--- config.mk ---
export PLATFORM = sky130hd
export DESIGN_NAME = atomic_memory_op_unit
export DESIGN_NICKNAME = d
export VERILOG_FILES = /design/src/design/amou_pkg.sv /design/src/design/amou_alu.sv /design/src/design/atomic_memory_op_unit.sv
export VERILOG_INCLUDE_DIRS = /design/src /design/src/design
export SDC_FILE = /design/constraint.sdc
export NUM_CORES = 1
export LEC_CHECK = 0
export BUFFER_PORTS_ARGS = -buffer_cell sky130_fd_sc_hd__buf_4
export CORE_ASPECT_RATIO = 1.1
export CORE_MARGIN = 2
export CORE_UTILIZATION = 60
export DETAILED_ROUTE_END_ITERATION = 10
export PLACE_DENSITY = 0.78
export REMOVE_ABC_BUFFERS = 1
export SLEW_MARGIN = 40
export SYNTH_ARGS = -nofsm -noshare
export SYNTH_HDL_FRONTEND = slang
export SYNTH_SLANG_ARGS = --single-unit
--- constraint.sdc ---
create_clock -name clk -period 7.85 [get_ports clk]
set_input_delay 1.9625 -clock clk [delete_from_list [all_inputs] [get_ports clk]]
set_output_delay 1.9625 -clock clk [all_outputs]
set_load 0.03 [all_outputs]
--- src/design/atomic_memory_op_unit_macros.svh ---
// assertion macros for the atomic memory operation unit
`ifndef ATOMIC_MEMORY_OP_UNIT_MACROS_SVH
`define ATOMIC_MEMORY_OP_UNIT_MACROS_SVH

`ifndef NO_ASSERTIONS

// property that must hold at every clock edge out of reset
`define AMOU_ASSERT(label, prop) \
    label: assert property (@(posedge clk) disable iff (!rst_n) (prop)) \
        else $error("atomic_memory_op_unit: assertion failed");

// condition that must never be true out of reset
`define AMOU_NEVER(label, expr) \
    label: assert property (@(posedge clk) disable iff (!rst_n) !(expr)) \
        else $error("atomic_memory_op_unit: forbidden condition seen");

`else

`define AMOU_ASSERT(label, prop)

`define AMOU_NEVER(label, expr)

`endif

`endif

--- src/design/amou_pkg.sv ---
// types and constants shared by the atomic memory operation unit
package amou_pkg;

    localparam int XLEN = 64;
    localparam int WLEN = 32;

    localparam logic [1:0] KIND_LR  = 2'd0;
    localparam logic [1:0] KIND_SC  = 2'd1;
    localparam logic [1:0] KIND_AMO = 2'd2;

    localparam logic [3:0] AMO_SWAP = 4'd0;
    localparam logic [3:0] AMO_ADD  = 4'd1;
    localparam logic [3:0] AMO_XOR  = 4'd2;
    localparam logic [3:0] AMO_AND  = 4'd3;
    localparam logic [3:0] AMO_OR   = 4'd4;
    localparam logic [3:0] AMO_MIN  = 4'd5;
    localparam logic [3:0] AMO_MAX  = 4'd6;
    localparam logic [3:0] AMO_MINU = 4'd7;
    localparam logic [3:0] AMO_MAXU = 4'd8;

    localparam logic [XLEN-1:0] WORD_LAST_OFFSET  = 64'd3;
    localparam logic [XLEN-1:0] DWORD_LAST_OFFSET = 64'd7;

    localparam logic [XLEN-1:0] SC_SUCCESS = 64'd0;
    localparam logic [XLEN-1:0] SC_FAILURE = 64'd1;

    typedef struct packed {
        logic [1:0]      kind;
        logic            wide;
        logic [3:0]      amo_op;
        logic [XLEN-1:0] address;
        logic [XLEN-1:0] mem_read_data;
        logic [XLEN-1:0] operand;
    } req_t;

    typedef struct packed {
        logic            mem_write;
        logic [XLEN-1:0] mem_write_data;
        logic [XLEN-1:0] rd_value;
    } rsp_t;

    function automatic logic [XLEN-1:0] sext32(input logic [XLEN-1:0] v);
        return {{(XLEN-WLEN){v[WLEN-1]}}, v[WLEN-1:0]};
    endfunction

endpackage

--- src/design/amou_alu.sv ---
// read-modify-write datapath for amo operations in word and doubleword width
module amou_alu (
    input  logic [3:0]                amo_op,
    input  logic                      wide,
    input  logic [amou_pkg::XLEN-1:0] mem_read_data,
    input  logic [amou_pkg::XLEN-1:0] operand,
    output logic [amou_pkg::XLEN-1:0] write_data,
    output logic [amou_pkg::XLEN-1:0] old_value
);

    logic [amou_pkg::XLEN-1:0] a;
    logic [amou_pkg::XLEN-1:0] b;
    logic [amou_pkg::XLEN-1:0] result;
    logic                      lt_signed;
    logic                      lt_unsigned;

    assign a = wide ? mem_read_data : amou_pkg::sext32(mem_read_data);
    assign b = wide ? operand : amou_pkg::sext32(operand);

    assign lt_signed   = $signed(a) < $signed(b);
    assign lt_unsigned = a < b;

    always_comb
    begin
        case (amo_op)
            amou_pkg::AMO_SWAP: result = b;
            amou_pkg::AMO_ADD:  result = a + b;
            amou_pkg::AMO_XOR:  result = a ^ b;
            amou_pkg::AMO_AND:  result = a & b;
            amou_pkg::AMO_OR:   result = a | b;
            amou_pkg::AMO_MIN:  result = lt_signed ? a : b;
            amou_pkg::AMO_MAX:  result = lt_signed ? b : a;
            amou_pkg::AMO_MINU: result = lt_unsigned ? a : b;
            amou_pkg::AMO_MAXU: result = lt_unsigned ? b : a;
            default:            result = '0;
        endcase
    end

    // narrow results are stored zero-extended
    assign write_data = wide ? result
                             : {{(amou_pkg::XLEN-amou_pkg::WLEN){1'b0}},
                                result[amou_pkg::WLEN-1:0]};
    assign old_value  = a;

endmodule

--- src/design/atomic_memory_op_unit.sv ---
// top level of the atomic memory operation unit (lr, sc and amo)
//
// Takes one atomic request per clock while req_ready is high and returns one
// response per request, in order, after the request has passed through the
// input register and then the result register. The whole lr/sc check, the
// reservation update and the amo datapath sit in a single combinational pass
// between those two registers, so a new request can be accepted every cycle;
// a stalled response holds the input register, and req_ready drops only when
// both registers are full. The reservation is one register set updated as
// each request moves into the result register: load-reserved sets it over 4
// or 8 bytes, store-conditional always clears it, and amo requests leave it
// unchanged.
module atomic_memory_op_unit (
    input  logic           clk,
    input  logic           rst_n,
    input  logic           req_valid,
    output logic           req_ready,
    input  amou_pkg::req_t req,
    output logic           rsp_valid,
    input  logic           rsp_ready,
    output amou_pkg::rsp_t rsp
);

    `include "atomic_memory_op_unit_macros.svh"

    logic                      s1_valid_reg;
    amou_pkg::req_t            s1_req_reg;
    logic                      rsp_valid_reg;
    amou_pkg::rsp_t            rsp_reg;
    amou_pkg::rsp_t            rsp_next;
    logic                      advance;

    logic                      resv_valid_reg;
    logic                      resv_valid_next;
    logic [amou_pkg::XLEN-1:0] resv_low_reg;
    logic [amou_pkg::XLEN-1:0] resv_low_next;
    logic [amou_pkg::XLEN-1:0] resv_high_reg;
    logic [amou_pkg::XLEN-1:0] resv_high_next;

    logic [amou_pkg::XLEN-1:0] last_addr;
    logic                      sc_ok;
    logic [amou_pkg::XLEN-1:0] amo_wdata;
    logic [amou_pkg::XLEN-1:0] amo_old;

    assign advance   = s1_valid_reg && (!rsp_valid_reg || rsp_ready);
    assign req_ready = !s1_valid_reg || advance;
    assign rsp_valid = rsp_valid_reg;
    assign rsp       = rsp_reg;

    // input register
    always_ff @(posedge clk or negedge rst_n)
    begin
        if (!rst_n)
        begin
            s1_valid_reg <= 1'b0;
        end
        else if (req_ready)
        begin
            s1_valid_reg <= req_valid;
        end
    end

    always_ff @(posedge clk)
    begin
        if (req_valid && req_ready)
        begin
            s1_req_reg <= req;
        end
    end

    amou_alu u_alu (
        .amo_op        (s1_req_reg.amo_op),
        .wide          (s1_req_reg.wide),
        .mem_read_data (s1_req_reg.mem_read_data),
        .operand       (s1_req_reg.operand),
        .write_data    (amo_wdata),
        .old_value     (amo_old)
    );

    // byte range of the access, wrapping modulo 2^64
    assign last_addr = s1_req_reg.address
                     + (s1_req_reg.wide ? amou_pkg::DWORD_LAST_OFFSET
                                        : amou_pkg::WORD_LAST_OFFSET);

    assign sc_ok = resv_valid_reg
                && (resv_low_reg <= s1_req_reg.address)
                && (resv_high_reg >= last_addr);

    always_comb
    begin
        rsp_next        = '0;
        resv_valid_next = resv_valid_reg;
        resv_low_next   = resv_low_reg;
        resv_high_next  = resv_high_reg;
        case (s1_req_reg.kind)
            amou_pkg::KIND_LR:
            begin
                resv_valid_next   = 1'b1;
                resv_low_next     = s1_req_reg.address;
                resv_high_next    = last_addr;
                rsp_next.rd_value = amo_old;
            end
            amou_pkg::KIND_SC:
            begin
                resv_valid_next = 1'b0;
                if (sc_ok)
                begin
                    rsp_next.mem_write      = 1'b1;
                    rsp_next.mem_write_data = s1_req_reg.wide
                        ? s1_req_reg.operand
                        : {{(amou_pkg::XLEN-amou_pkg::WLEN){1'b0}},
                           s1_req_reg.operand[amou_pkg::WLEN-1:0]};
                    rsp_next.rd_value       = amou_pkg::SC_SUCCESS;
                end
                else
                begin
                    rsp_next.rd_value = amou_pkg::SC_FAILURE;
                end
            end
            amou_pkg::KIND_AMO:
            begin
                rsp_next.mem_write      = 1'b1;
                rsp_next.mem_write_data = amo_wdata;
                rsp_next.rd_value       = amo_old;
            end
            default:
            begin
                rsp_next = '0;
            end
        endcase
    end

    // result register and reservation
    always_ff @(posedge clk or negedge rst_n)
    begin
        if (!rst_n)
        begin
            rsp_valid_reg  <= 1'b0;
            resv_valid_reg <= 1'b0;
            resv_low_reg   <= '0;
            resv_high_reg  <= '0;
        end
        else
        begin
            if (advance)
            begin
                rsp_valid_reg  <= 1'b1;
                resv_valid_reg <= resv_valid_next;
                resv_low_reg   <= resv_low_next;
                resv_high_reg  <= resv_high_next;
            end
            else if (rsp_ready)
            begin
                rsp_valid_reg <= 1'b0;
            end
        end
    end

    always_ff @(posedge clk)
    begin
        if (advance)
        begin
            rsp_reg <= rsp_next;
        end
    end

    `AMOU_NEVER(a_no_data_without_write,
        rsp_valid && !rsp.mem_write && (rsp.mem_write_data != '0))
    `AMOU_ASSERT(a_lr_sets_reservation,
        (advance && (s1_req_reg.kind == amou_pkg::KIND_LR)) |=> resv_valid_reg)
    `AMOU_ASSERT(a_sc_clears_reservation,
        (advance && (s1_req_reg.kind == amou_pkg::KIND_SC)) |=> !resv_valid_reg)
    `AMOU_ASSERT(a_reservation_falls_on_sc,
        $fell(resv_valid_reg) |->
            $past(advance && (s1_req_reg.kind == amou_pkg::KIND_SC)))
    `AMOU_ASSERT(a_sc_status,
        (advance && (s1_req_reg.kind == amou_pkg::KIND_SC)) |=>
            (rsp.rd_value == (rsp.mem_write ? amou_pkg::SC_SUCCESS
                                            : amou_pkg::SC_FAILURE)))

endmodule

==> results.json <==
{
  "status": "finished, final reports clean",
  "die-height_um": 238,
  "routed_wl_mm": 99.9,
  "post_cts_resized": 0,
  "timing.fmax_mhz": 147,
  "io_buffer_count": 333,
  "drc": 0,
  "hp-class": "flip-flop to flip-flop",
  "peakVddDrop_v": 0.000272,
  "synthToLayoutAreaGrowth_pct": 15.8,
  "initialDrtViolationCount": 2861,
  "clkSinkCount": 459,
  "final-hold-violation-count": 0,
  "grt_pass1_vias": 27000,
  "die_w_um": 217,
  "synth_warnings": 0,
  "p_per_area_nw_per_um2": 219,
  "post_drt_wl_per_cell_um": 24.4,
  "ant_nets": 0,
  "nNetsFinal": 3940,
  "synthArstFlopShare_pct": 28.5,
  "grt_pass1_wl_mm": 152,
  "setup.worst_path.start_class": "flip-flop",
  "synth_most_common_cell": "nand2_1",
  "io_pins": 334,
  "timing.slew.headroom_pct": 38.5,
  "cts_tree": "built",
  "synth_edf_count": 328,
  "period_minus_slack_ns": 6.81,
  "via_per_inst": 6.56,
  "place_hpwl_mm": 72.7,
  "clk_latency_ns": 0.62,
  "largest_reg_flops": 199,
  "power_switching_mw": 2.55,
  "dr.pass1.iters": 7,
  "worstMarginPinSlew_ns": 0.914,
  "seq_area_frac_synth_pct": 43.8,
  "grtUsageMet3_pct": 7.70,
  "synth.avg_cell_area_um2": 9.51,
  "final_layout_size_suffix_gt1_share_pct": 14.5,
  "worstPathArrival_ns": 7.12,
  "grt-ovfl-total": 0,
  "synth_ff_type": "edfxtp_1",
  "htree_levels": 2,
  "swShare_pct": 33.6,
  "clk_path_buf_depth": 3,
  "rows": 85,
  "p_comb_share_pct": 27.4,
  "endpoint_kind": "flip-flop",
  "hold_ws_ns": 0.485,
  "seqPwrFrac_pct": 40.9,
  "grtUsageTotal_pct": 38.1,
  "finalClockSkew_ns": 0.0226,
  "synthesis.area_um2": 30000,
  "setup_violations": 0,
  "path_class": "flip-flop to flip-flop",
  "yosys.area.top_type_share_pct": 32.8,
  "dieArea_um2": 51800,
  "maxCapViolations": 0,
  "grt_util_met2_pct": 63.2,
  "p_int_mw": 5.05,
  "final_max_slew_viol_count": 0,
  "synth.top_cells.by_count": "336 x nand2_1, 328 x edfxtp_1, 326 x ha_1",
  "worst-path-max-fanout": 12,
  "syn_inst": 3155,
  "p_leak_nw": 15.0,
  "grt_max_degree": 134,
  "cp.required_ns": 8.16,
  "numCtsBuffers": 48,
  "rsz0062_at_grt": "false",
  "vias": 26900,
  "ys_ff_latch": 459,
  "synth_cell_types": 88,
  "use_met1_pct": 47.3,
  "clockRootBuffer": "clkbuf_16",
  "synth.area.top_cells": "edfxtp_1 33%, ha_1 14%, dfrtp_1 11%",
  "post-route-period-util_pct": 86.8,
  "final-instance-count-excl-fill": 4099,
  "globalplace.congestion": 0.978,
  "finalPower_mw": 7.60,
  "ctsHoldBuffers": 0,
  "antenna_found_initial": 3,
  "busiest_layer": "met2",
  "cts_setup_buffers": 0,
  "clk_pin_slew_ns": 0.06,
  "initial_core_util_pct": 61.0,
  "yosys.area.top_type": "edfxtp_1",
  "clkPwrFrac_pct": 31.8,
  "coreArea_um2": 49100,
  "dp_cells": 4012
}
==> cells in the final DEF (no fill, tap or decap), types with 8 or more instances in the layout <==
master and n:
mux2i_1 11, o2111ai_1 9, xnor2_1 74, dfrtp_1 131, a221o_1 14, a211oi_1 30
o31ai_1 18, nor4_1 22, o21bai_1 23, nand3_1 77, inv_1 232, a21oi_1 266
ha_1 326, o21ai_0 269, nand2b_1 18, o21a_1 11, clkbuf_16 48, nand2_1 334
a221oi_1 58, nand4_1 56, nor2b_1 21, a22oi_1 20, and3_1 19, o211ai_1 19
or3_1 16, o311ai_0 13, edfxtp_1 328, o22ai_1 39, o221ai_1 17, buf_4 369
a21o_1 53, a31oi_1 23, a22o_1 8, nor3_1 57, o2bb2ai_1 13, nor2_1 217
and2_1 12
==> cells by family (layout without fill, tap and decap cells) <==
kind of cell             after synthesis  count (layout)  share of synthesized area (%)
flip-flops                           459             459                           43.8
buffers and inverters                401             692                           5.15
adder cells (fa/ha/maj)              327             327                           13.7
XOR/XNOR                              81              81                           2.37
multiplexers                          12              12                          0.405
AND/OR/NAND/NOR                      895             895                           13.7
AO/OA/AOI/OAI                        980             980                           20.9
other                                  0               1                              0
==> layout make-up <==
cell class,count,area [um^2]
multi-input combinational,2295,15400
clock inverter,29,398
tap,652,816
clock buffer,57,1260
sequential,459,13100
inverter,232,871
antenna,1,2.50
timing repair buffer,374,2850
fill,3645,14400
==> power groups by stage <==
stage	Combinational (mW)	Sequential, mW	Clock [mW]
6_report	2.08	3.11	2.42
3_5_place_dp	2.02	3.14	0
2_1_floorplan	1.20	3.22	0
4_1_cts	2.04	3.10	2.43
3_3_place_gp	1.94	3.13	0
5_1_grt	2.27	3.13	2.52
==> final timing paths <==
path,cells after the start,slack [ns],startpoint,to
worst min-delay path,2,0.48,resv_low_reg[40]$_DFFE_PN0P_,resv_low_reg[40]$_DFFE_PN0P_
worst max register to register,20,1.04,s1_req_reg[132]$_DFFE_PP_,rsp[85]$_DFFE_PP_
max in group asynchronous,3,4.84,rst_n,resv_low_reg[38]$_DFFE_PN0P_
worst max-delay path,20,1.04,s1_req_reg[132]$_DFFE_PP_,rsp[85]$_DFFE_PP_
min in group asynchronous,1,1.36,rst_n,resv_low_reg[47]$_DFFE_PN0P_
worst min register to register,2,0.48,resv_low_reg[40]$_DFFE_PN0P_,resv_low_reg[40]$_DFFE_PN0P_
==> per-stage QoR <==
step	area [um^2]	setup TNS (ns)	utilization (%)	worst slack [ns]
6_report	34700	0	70.7	1.04
5_1_grt	34700	0	70.7	0.761
4_1_cts	34700	0	70.7	1.11
3_5_place_dp	33100	0	67.3	1.26
3_3_place_gp	33000	0	67.1	1.12
2_1_floorplan	29300	-373.25	-	-2.92
==> worst max-delay path, cell delays in order, from the launching register on <==
cell	delay (ns)
edfxtp_1	0.43
nand4_1	0.26
or4_1	0.53
nor3_1	0.55
and3_1	0.38
and4_1	0.33
nor2b_1	0.42
nor2b_1	0.40
nand4_1	0.16
xnor2_1	0.21
ha_1	0.29
a21oi_1	0.14
o21ai_0	0.10
a221oi_1	0.33
nor2b_1	0.23
o311ai_0	0.18
o211ai_1	0.32
nor2_2	0.20
and2_1	0.26
a21oi_4	0.54
o22ai_1	0.22
==> routing by layer <==
layer  routed length [um]  vias up
li1                     -    12100
met1                38200    13000
met2                47500     1499
met3                 8880      328
met4                 5280        4
met5                   28        -
(Power assumes the default switching activity.)
